File: config.mk
export PLATFORM = sky130hd
export DESIGN_NAME = slot_table_bump_allocator
export DESIGN_NICKNAME = d
export VERILOG_FILES = /design/src/hw/rtl/stba_pkg.sv /design/src/hw/rtl/slot_table_bump_allocator.sv /design/src/hw/rtl/stba_cell.sv
export SDC_FILE = /design/constraint.sdc
export NUM_CORES = 2
export LEC_CHECK = 0
export ABC_AREA = 1
export BUFFER_PORTS_ARGS = -buffer_cell sky130_fd_sc_hd__buf_2
export CAP_MARGIN = 20
export CELL_PAD_IN_SITES_DETAIL_PLACEMENT = 0
export CELL_PAD_IN_SITES_GLOBAL_PLACEMENT = 1
export CORE_MARGIN = 10
export CORE_UTILIZATION = 38
export CTS_BUF_LIST = sky130_fd_sc_hd__clkbuf_2 sky130_fd_sc_hd__clkbuf_4 sky130_fd_sc_hd__clkbuf_8
export DETAILED_ROUTE_END_ITERATION = 16
export PLACE_DENSITY_LB_ADDON = 0.12
export SETUP_SLACK_MARGIN = 0.1
export SYNTH_ARGS = -nofsm -noshare
export SYNTH_HDL_FRONTEND = slang
export SYNTH_HIERARCHICAL = 1
export SYNTH_SLANG_ARGS = --single-unit
File: constraint.sdc
create_clock -name i_clk -period 5.2 [get_ports i_clk]
set_input_delay 1.04 -clock i_clk [delete_from_list [all_inputs] [get_ports i_clk]]
set_output_delay 1.04 -clock i_clk [all_outputs]
set_load 0.03 [all_outputs]
File: src/hw/rtl/stba_pkg.sv
// stba_pkg: shared types, constants and codes of the slot table bump allocator
// used by stba_cell and slot_table_bump_allocator; depends on nothing
package stba_pkg;

    localparam int SLOT_COUNT   = 10;
    localparam int OFFSET_BITS  = 22;
    localparam int ADDR_BITS    = 32;
    localparam int SIZE_BITS    = 22;
    localparam int REGION_BITS  = 22;
    localparam int CFG_IDX_BITS = 2;
    localparam int CAUSE_BITS   = 2;
    // rounded size can reach 2^SIZE_BITS
    localparam int ROUND_BITS   = SIZE_BITS + 1;
    localparam int SUM_BITS     =
        ((OFFSET_BITS > ROUND_BITS) ? OFFSET_BITS : ROUND_BITS) + 1;

    localparam logic [ADDR_BITS-1:0]   BASE_RESET   = 32'h6000_0000;
    localparam logic [REGION_BITS-1:0] REGION_RESET = 22'(2 * 1024 * 1024);

    localparam logic OP_ALLOC = 1'b0;
    localparam logic OP_FREE  = 1'b1;

    localparam logic [CAUSE_BITS-1:0] CAUSE_NONE   = 2'd0;
    localparam logic [CAUSE_BITS-1:0] CAUSE_FULL   = 2'd1;
    localparam logic [CAUSE_BITS-1:0] CAUSE_NOSLOT = 2'd2;

    localparam logic [CFG_IDX_BITS-1:0] CFG_BASE   = 2'd0;
    localparam logic [CFG_IDX_BITS-1:0] CFG_REGION = 2'd1;

    // token handed from cell to cell during a scan
    typedef struct packed {
        logic                   valid;
        logic                   op;
        logic [OFFSET_BITS-1:0] top;
        logic                   found;
        logic                   matched;
    } t_carry;

    // write into the slot picked during the last scan
    typedef struct packed {
        logic                   valid;
        logic [OFFSET_BITS-1:0] start_ofs;
        logic [OFFSET_BITS-1:0] end_ofs;
    } t_commit;

endpackage

File: src/hw/rtl/slot_table_bump_allocator.sv
// slot_table_bump_allocator: top level, request control, result register, config
// depends on stba_pkg and stba_cell
//
// Bump allocator over a fixed external region with a table of SLOT_COUNT slots.
// Each request is one at a time: after it is taken a token walks down a row of
// SLOT_COUNT cells, one cell per cycle, collecting the highest used end offset
// and the first free slot (allocate) or releasing every slot whose address
// matches (free). An allocate that fits is written into the picked slot as the
// token leaves the last cell. The result then passes through a pending register
// into the output register. The input stalls from acceptance until the pending
// result has moved into the output register, so a new request is taken only
// once the previous one is through the cell row. The finished result sits in an
// output register, so the next request may be taken while the previous result
// is still stalled.
// Allocate sizes are rounded up to even and the capacity check uses the
// rounded size. Configuration writes are always ready; write them only while
// no request is in flight.
module slot_table_bump_allocator
    import stba_pkg::*;
(
    input  logic                    i_clk,
    input  logic                    i_rst_n,
    // request channel
    input  logic                    i_in_valid,
    output logic                    o_in_stall,
    input  logic                    i_opcode,
    input  logic [SIZE_BITS-1:0]    i_size_bytes,
    input  logic [ADDR_BITS-1:0]    i_release_address,
    // result channel
    output logic                    o_out_valid,
    input  logic                    i_out_stall,
    output logic [ADDR_BITS-1:0]    o_granted_address,
    output logic                    o_success,
    output logic [CAUSE_BITS-1:0]   o_fail_cause,
    // configuration write channel
    input  logic                    i_cfg_valid,
    output logic                    o_cfg_ready,
    input  logic [CFG_IDX_BITS-1:0] i_cfg_index,
    input  logic [ADDR_BITS-1:0]    i_cfg_data
);

    // controller states
    localparam logic [1:0] ST_IDLE = 2'd0;
    localparam logic [1:0] ST_SCAN = 2'd1;
    localparam logic [1:0] ST_PEND = 2'd2;

    logic [1:0]             r_state;
    logic [1:0]             n_state;

    // configuration registers
    logic [ADDR_BITS-1:0]   r_base;
    logic [REGION_BITS-1:0] r_region;

    // latched request
    logic                   r_op;
    logic [ROUND_BITS-1:0]  r_rounded;
    logic [ADDR_BITS-1:0]   r_addr;
    logic                   r_go;

    // pending and output result
    logic [ADDR_BITS-1:0]   r_pend_addr;
    logic                   r_pend_ok;
    logic [CAUSE_BITS-1:0]  r_pend_cause;
    logic                   r_out_valid;
    logic [ADDR_BITS-1:0]   r_out_addr;
    logic                   r_out_ok;
    logic [CAUSE_BITS-1:0]  r_out_cause;

    logic                   in_accept;
    logic                   out_free;
    logic                   scan_done;
    logic [ROUND_BITS-1:0]  size_plus1;
    logic [SUM_BITS-1:0]    sum;
    logic                   full;
    t_carry                 tail;
    t_commit                commit;
    logic [ADDR_BITS-1:0]   res_addr;
    logic                   res_ok;
    logic [CAUSE_BITS-1:0]  res_cause;

    // cell row
    t_carry                 chain [SLOT_COUNT+1];
    logic [SLOT_COUNT-1:0]  picks;

    assign in_accept   = i_in_valid && !o_in_stall;
    assign o_in_stall  = (r_state != ST_IDLE);
    assign out_free    = !r_out_valid || !i_out_stall;
    assign o_cfg_ready = 1'b1;

    // round up to even
    assign size_plus1 = ROUND_BITS'(i_size_bytes) + ROUND_BITS'(1);

    // token launch into the first cell
    always_comb begin
        chain[0].valid   = r_go;
        chain[0].op      = r_op;
        chain[0].top     = '0;
        chain[0].found   = 1'b0;
        chain[0].matched = 1'b0;
    end

    for (genvar k = 0; k < SLOT_COUNT; k++) begin : g_cell
        stba_cell u_cell (
            .i_clk    (i_clk),
            .i_rst_n  (i_rst_n),
            .i_carry  (chain[k]),
            .i_commit (commit),
            .i_base   (r_base),
            .i_addr   (r_addr),
            .o_carry  (chain[k+1]),
            .o_pick   (picks[k])
        );
    end

    assign tail      = chain[SLOT_COUNT];
    assign scan_done = tail.valid;

    // capacity check on the rounded size against the highest used end
    assign sum  = SUM_BITS'(tail.top) + SUM_BITS'(r_rounded);
    assign full = sum > SUM_BITS'(r_region);

    always_comb begin
        commit.valid     = scan_done && (tail.op == OP_ALLOC) && !full && tail.found;
        commit.start_ofs = tail.top;
        commit.end_ofs   = sum[OFFSET_BITS-1:0];
    end

    always_comb begin
        res_addr  = '0;
        res_ok    = 1'b0;
        res_cause = CAUSE_NONE;
        if (tail.op == OP_ALLOC) begin
            if (full) begin
                res_cause = CAUSE_FULL;
            end else if (!tail.found) begin
                res_cause = CAUSE_NOSLOT;
            end else begin
                res_addr = r_base + ADDR_BITS'(tail.top);
                res_ok   = 1'b1;
            end
        end else begin
            res_ok = tail.matched;
            if (!tail.matched) begin
                res_cause = CAUSE_NOSLOT;
            end
        end
    end

    always_comb begin
        n_state = r_state;
        case (r_state)
            ST_IDLE: begin
                if (in_accept) begin
                    n_state = ST_SCAN;
                end
            end
            ST_SCAN: begin
                if (scan_done) begin
                    n_state = ST_PEND;
                end
            end
            ST_PEND: begin
                if (out_free) begin
                    n_state = ST_IDLE;
                end
            end
            default: begin
                n_state = ST_IDLE;
            end
        endcase
    end

    // control registers
    always_ff @(posedge i_clk) begin
        if (!i_rst_n) begin
            r_state     <= ST_IDLE;
            r_go        <= 1'b0;
            r_out_valid <= 1'b0;
            r_base      <= BASE_RESET;
            r_region    <= REGION_RESET;
        end else begin
            r_state <= n_state;
            r_go    <= in_accept;
            if ((r_state == ST_PEND) && out_free) begin
                r_out_valid <= 1'b1;
            end else if (!i_out_stall) begin
                r_out_valid <= 1'b0;
            end
            if (i_cfg_valid && o_cfg_ready) begin
                case (i_cfg_index)
                    CFG_BASE:   r_base   <= i_cfg_data;
                    CFG_REGION: r_region <= i_cfg_data[REGION_BITS-1:0];
                    default:    ;
                endcase
            end
        end
    end

    // payload registers
    always_ff @(posedge i_clk) begin
        if (in_accept) begin
            r_op      <= i_opcode;
            r_rounded <= {size_plus1[ROUND_BITS-1:1], 1'b0};
            r_addr    <= i_release_address;
        end
        if (scan_done) begin
            r_pend_addr  <= res_addr;
            r_pend_ok    <= res_ok;
            r_pend_cause <= res_cause;
        end
        if ((r_state == ST_PEND) && out_free) begin
            r_out_addr  <= r_pend_addr;
            r_out_ok    <= r_pend_ok;
            r_out_cause <= r_pend_cause;
        end
    end

    assign o_out_valid       = r_out_valid;
    assign o_granted_address = r_out_addr;
    assign o_success         = r_out_ok;
    assign o_fail_cause      = r_out_cause;

`ifndef ASSERT_OFF
    // a claim goes to exactly one slot
    a_pick_onehot: assert property (@(posedge i_clk) disable iff (!i_rst_n)
        commit.valid |-> $onehot(picks))
        else $error("claim without exactly one picked slot");

    // an accepted request launches a token into the cell row
    a_launch: assert property (@(posedge i_clk) disable iff (!i_rst_n)
        in_accept |=> chain[0].valid)
        else $error("accepted request did not launch a scan");

    // the scan finishes only while the controller waits for it
    a_done_in_scan: assert property (@(posedge i_clk) disable iff (!i_rst_n)
        scan_done |-> (r_state == ST_SCAN))
        else $error("scan finished outside scan state");

    // a delivered result without failure cause is a success
    a_cause_ok: assert property (@(posedge i_clk) disable iff (!i_rst_n)
        (o_out_valid && (o_fail_cause == CAUSE_NONE)) |-> o_success)
        else $error("result has no cause but no success");
`endif

endmodule

File: src/hw/rtl/stba_cell.sv
// stba_cell: one slot of the allocator table with its share of the scan
// depends on stba_pkg
module stba_cell
    import stba_pkg::*;
(
    input  logic                 i_clk,
    input  logic                 i_rst_n,
    input  t_carry               i_carry,
    input  t_commit              i_commit,
    input  logic [ADDR_BITS-1:0] i_base,
    input  logic [ADDR_BITS-1:0] i_addr,
    output t_carry               o_carry,
    output logic                 o_pick
);

    logic                   r_used;
    logic                   n_used;
    logic                   r_pick;
    logic                   n_pick;
    logic [OFFSET_BITS-1:0] r_start;
    logic [OFFSET_BITS-1:0] r_end;
    t_carry                 r_carry;
    t_carry                 n_carry;
    logic                   hit;

    assign hit = r_used && ((i_base + ADDR_BITS'(r_start)) == i_addr);

    always_comb begin
        n_carry = i_carry;
        if (i_carry.valid) begin
            if (i_carry.op == OP_ALLOC) begin
                if (r_used && (r_end > i_carry.top)) begin
                    n_carry.top = r_end;
                end
                if (!r_used) begin
                    n_carry.found = 1'b1;
                end
            end else if (hit) begin
                n_carry.matched = 1'b1;
            end
        end
    end

    always_comb begin
        n_pick = r_pick;
        if (i_carry.valid) begin
            n_pick = !r_used && !i_carry.found;
        end
    end

    always_comb begin
        n_used = r_used;
        if (i_commit.valid && r_pick) begin
            n_used = 1'b1;
        end else if (i_carry.valid && (i_carry.op == OP_FREE) && hit) begin
            n_used = 1'b0;
        end
    end

    always_ff @(posedge i_clk) begin
        if (!i_rst_n) begin
            r_used  <= 1'b0;
            r_pick  <= 1'b0;
            r_carry <= '0;
        end else begin
            r_used  <= n_used;
            r_pick  <= n_pick;
            r_carry <= n_carry;
        end
    end

    always_ff @(posedge i_clk) begin
        if (i_commit.valid && r_pick) begin
            r_start <= i_commit.start_ofs;
            r_end   <= i_commit.end_ofs;
        end
    end

    assign o_carry = r_carry;
    assign o_pick  = r_pick;

endmodule
# == Word level (Yosys, flattened, before mapping) ==
# Cells that the tools add are included.
# totals
register_bits,903
output_inout_bits,38
elab_cells,347
# op_classes
add_sub_neg,13
n_lt_le_gt_ge,11
n_eq_ne,17
muxes,89
bitwise,5
n_reduce_logical,108
# op_table
op,count
32-bit by 22-bit adder with 32-bit output,11
32-bit equality test,10
24-bit 2-to-1 mux,9
23-bit 2-to-1 mux,9
22-bit > comparator,9
22-bit 2-to-1 mux,9
1-bit logical AND,64
1-bit 2-to-1 mux,54
22-bit by 23-bit adder with 24-bit output,1
24-bit by 22-bit > comparator with 1-bit output,1
22-bit by 1-bit adder with 23-bit output (second input constant),1
1-bit zero test,23
22-bit by 1-bit > comparator with 1-bit output (second input constant),1
2-bit nonzero test,11
2-bit 2-to-1 mux,7
2-bit one-hot mux with 3 select lines,1
3-bit AND reduction,2
3-bit OR reduction,2
1-bit NOT,5
2-bit by 1-bit equality test with 1-bit output (second input constant),2
2-bit zero test,2
2-bit by 1-bit inequality test with 1-bit output (second input constant),2
2-bit inequality test (second input constant),2
2-bit AND reduction,2
3 further kinds,3

# == Depth between registers and ports, before layout ==
# logic_depth
ltp_word,7
depth_mapped,23

# == Cells and area by module ==
# The synthesis kept the hierarchy.
# modules_own_cells
module,instances,cells_per_inst,area_each_um2,seq_area_each_um2
stba_cell at g_cell[2].u_cell ...,4,817,5564.1,1881.8
stba_cell at g_cell[7].u_cell ...,3,807,5525.3,1881.8
slot_table_bump_allocator,1,996,9449.1,4914.7
stba_cell at g_cell[6].u_cell,1,880,5906.9,1881.8
stba_cell at g_cell[1].u_cell,1,873,5845.6,1881.8
stba_cell at g_cell[0].u_cell,1,802,5529.1,1881.8

# == Least setup slack after synthesis ==
# No wires, ideal clock.
# synth_timing
path_type,register to register
startpoint,register g_cell[9].u_cell.r_carry (netlist bit g_cell[9].u_cell/o_carry[3])
endpoint,"register g_cell[0].u_cell.r_end[0], enable pin"
setup_time_ns,0.398
arrival_ns,4.655
t_required_ns,4.802
slack_ns,0.147
stages_incl_launch_ff,23
period_less_slack_ns,5.053
path_cell_list,dfxtp_1 -> ha_1 -> fa_1 -> nand3_1 -> nand2_1 -> a21oi_1 -> inv_1 -> a21oi_1 -> o21bai_1 -> xor2_1 -> ha_1 -> a21oi_1 -> nor2_1 -> a211oi_1 -> nand2_1 -> nand2_1 -> nand2_1 -> nand2_1 -> nand4_4 -> buf_6 -> nor2_1 -> nand2_1 -> inv_1
# synth_rtl
element,line,source
from (decl),stba_cell.sv:22,t_carry r_carry;
from (signal assigned),stba_cell.sv:68,r_carry <= n_carry;
to (signal assigned),stba_cell.sv:75,r_end <= i_commit.end_ofs;
to (decl),stba_cell.sv:21,logic [OFFSET_BITS-1:0] r_end;

==> impl_metrics.json <==
{
  "start_util": 0.382,
  "path_max_fanout": 22,
  "seq_area_frac_synth": 0.362,
  "die_x_um": 435,
  "cp_data_required_time_ns": 5.77,
  "overflow": 0,
  "ir_worst_vdd_uv": 257,
  "cts_tree": "yes",
  "ys_seq_elements": 903,
  "htreeDepth": 4,
  "rows": 152,
  "p_leak_nw": 35.4,
  "die_y_um": 435,
  "cts_made_buffers": 164,
  "clk_pin_slew_ns": 0.07,
  "clockBufferDepth": 3,
  "area_delta_synth_final_pct": 13.0,
  "worst_setup_path_start_kind": "flop",
  "nets": 10200,
  "viasPerCell": 5.05,
  "antenna_found_initial": 28,
  "synth_top_flop_cell": "edfxtp_1",
  "async_flop_share": 0,
  "vias": 61100,
  "rsz0062_at_grt": "no",
  "finalWorstSetupSlack_ns": 0.575,
  "syn_area_mm2": 0.0656,
  "pre_cts_ws_ns": 0.143,
  "core_area_mm2": 0.172,
  "setup_violations": 0,
  "cts_hold_buf": 0,
  "syn_inst": 9240,
  "maxCapViolCount": 0,
  "max_clock_freq_mhz": 216,
  "fillerInstances": 17900,
  "period_minus_slack_ns": 4.62,
  "timing.hold.ws_ns": 0.277,
  "io_buffer_count": 130,
  "hold_depth": 1,
  "grt_pass1_wl_mm": 383,
  "synth_edf_count": 565,
  "grt_use_total": 0.271,
  "slew_violations": 0,
  "skew_ns": 0.0483,
  "wire_per_inst_um": 22.0,
  "synth_area_per_cell_um2": 7.10,
  "drtIter0Drc": 5309,
  "tightest_slew_ns": 1.22,
  "ys_warn_count": 6,
  "tns_ns": 0,
  "ys_top_cells_by_area": "edfxtp_1 (26%), nand2_1 (16%), dfxtp_1 (10%)",
  "insertion_delay_ns": 0.94,
  "power.density_mw_per_mm2": 265,
  "place_hpwl_mm": 204,
  "fp.dieArea_mm2": 0.190,
  "drc": 0,
  "post-route-period-util": 0.889,
  "drive_gt1_frac": 0.0968,
  "grt_max_degree": 158,
  "finalWirelength_mm": 266,
  "arrival_ns": 5.19,
  "postRouteAntennaNets": 0,
  "worstSetupPathType": "flop to flop",
  "worst-r2r-cell-count": 23,
  "synth_cell_types": 54,
  "cts_root_buffer": "clkbuf_8",
  "grt_pass1_vias": 58100,
  "max_slew_margin": 0.184,
  "io_pins": 132,
  "synth_top_cell_by_area": "edfxtp_1",
  "yosys.area.top_type_share": 0.259,
  "firstDrtPassIters": 9,
  "hold_class": "primary input to flop",
  "status": "completed",
  "place_congestion": 0.961,
  "endpoint_kind": "flop",
  "hold_violations": 0,
  "clock_sinks": 903
}
final cells by class:
| type | instances | area, um^2 | area share |
|---|---|---|---|
| multi-input combinational | 6594 | 35400 | 0.478 |
| sequential | 903 | 23800 | 0.321 |
| inverter | 1680 | 6310 | 0.0851 |
| tap | 2310 | 2890 | 0.0390 |
| clock buffer | 230 | 2870 | 0.0387 |
| timing repair buffer | 290 | 2190 | 0.0295 |
| clock inverter | 77 | 653 | 0.00882 |
| antenna | 14 | 35.0 | 0.000473 |
synthesized netlist by cell type, types with 18 or more instances:
library cell / number
xor2_1: 114
nor2_2: 100
a21oi_2: 23
nor3_1: 80
xnor2_1: 140
nand2_1: 2819
o21bai_1: 26
nand3b_1: 119
nor2_1: 628
nand4_1: 157
clkbuf_1: 76
nor3_2: 18
a21oi_1: 619
nand3_1: 585
o21a_1: 19
o21ai_1: 19
inv_2: 21
o21ai_0: 304
inv_1: 1648
dfxtp_1: 338
nand3_2: 41
edfxtp_1: 565
ha_1: 506
nand2_2: 92
nor4_1: 19
power breakdown:
| part | internal (mW) | total [mW] | switching, mW |
|---|---|---|---|
| combinational | 1.39 | 4.50 | 3.11 |
| sequential | 7.66 | 7.86 | 0.203 |
| clock | 3.97 | 7.23 | 3.26 |
| total | 13.0 | 19.6 | 6.58 |
per-stage QoR:
| stage | area [um^2] | power, mW | instances | util |
|---|---|---|---|---|
| final | 74100 | 19.6 | 12100 | 0.432 |
| after global routing | 74100 | 20.6 | 12100 | 0.432 |
| after CTS | 74000 | 19.7 | 12100 | 0.431 |
| after detailed placement | 70500 | 12.4 | 11800 | 0.411 |
| after global placement | 70200 | 12.4 | 11800 | 0.409 |
| after floorplan | 65700 | 10.9 | 9264 | - |
per-layer routing:
| metal | part of all wire | vias to the layer above | GRT usage |
|---|---|---|---|
| li1 | - | 30500 | - |
| met1 | 0.43 | 28300 | 0.347 |
| met2 | 0.47 | 1808 | 0.458 |
| met3 | 0.057 | 441 | 0.0355 |
| met5 | 0.00017 | - | 0 |
| met4 | 0.044 | 6 | 0.111 |
path summary, 6_finish.rpt:
kind                                                 end                     startpoint  slack [ns]
setup / recovery  g_cell[3].u_cell/r_start[19]$_DFFE_PP_         r_rounded[1]$_DFFE_PP_        0.58
hold / removal                            r_op$_DFFE_PP_                       i_opcode        0.28
setup reg to reg  g_cell[3].u_cell/r_start[19]$_DFFE_PP_         r_rounded[1]$_DFFE_PP_        0.58
hold reg to reg                o_fail_cause[0]$_DFFE_PP_  r_pend_cause[0]$_SDFFCE_PP0P_        0.42
critical path, stage by stage, from the launching register on:
cell and delay, ns:
edfxtp_1 0.36, ha_1 0.24, fa_1 0.40, buf_4 0.16, a21oi_1 0.27, o21bai_1 0.14
a21oi_1 0.28, inv_1 0.07, a21oi_1 0.24, xnor2_2 0.16, ha_1 0.27, nand2_1 0.09
nor2_1 0.05, a211oi_1 0.18, nand2_1 0.08, nand2_1 0.06, nand2_1 0.05, nand2_1 0.14
nand4_4 0.09, nor2_1 0.10, buf_4 0.25, nand2_1 0.12, inv_2 0.08, buf_4 0.34
state kept, by name, indices dropped and copies added, names as in the netlist, 22 cells and up:
signal	cells
g_cell.u_cell/o_carry	260
g_cell.u_cell/r_end	220
g_cell.u_cell/r_start	220
o_granted_address	32
r_addr	32
r_base	32
r_pend_addr	32
r_region	22
r_rounded	22
placed cells by master (no fill, tap or decap), types with 92 or more instances in the layout:
master    netlist  final
nand3_1       585    584
xor2_1        114    109
nand2_2        92     92
nor2_1        628    626
inv_1        1648   1637
ha_1          506    506
nand3b_1      119    119
xnor2_1       140    134
o21ai_0       304    304
buf_4           2    139
nand2_1      2819   2819
edfxtp_1      565    565
a21oi_1       619    619
nand4_1       157    157
buf_2           5    129
nor2_2        100    101
dfxtp_1       338    316
clkbuf_8        0    183
timing repair:
item                                    CTS  global route
gates resized for setup                   0             2
setup buffers                             0             1
endpoints found under the setup margin    0           440
cell families (layout without fill, tap and decap cells):
logic type	after synthesis	count (layout)	synth area share
xor+xnor	256	256	0.0347
buf+inv	1767	2277	0.102
compound gates	1066	1066	0.0866
other cells	2	40	0.000115
simple gates	4728	4728	0.315
flops	903	903	0.362
fa+ha+maj	518	518	0.100
No activity file was read; power rests on OpenSTA's default activity.
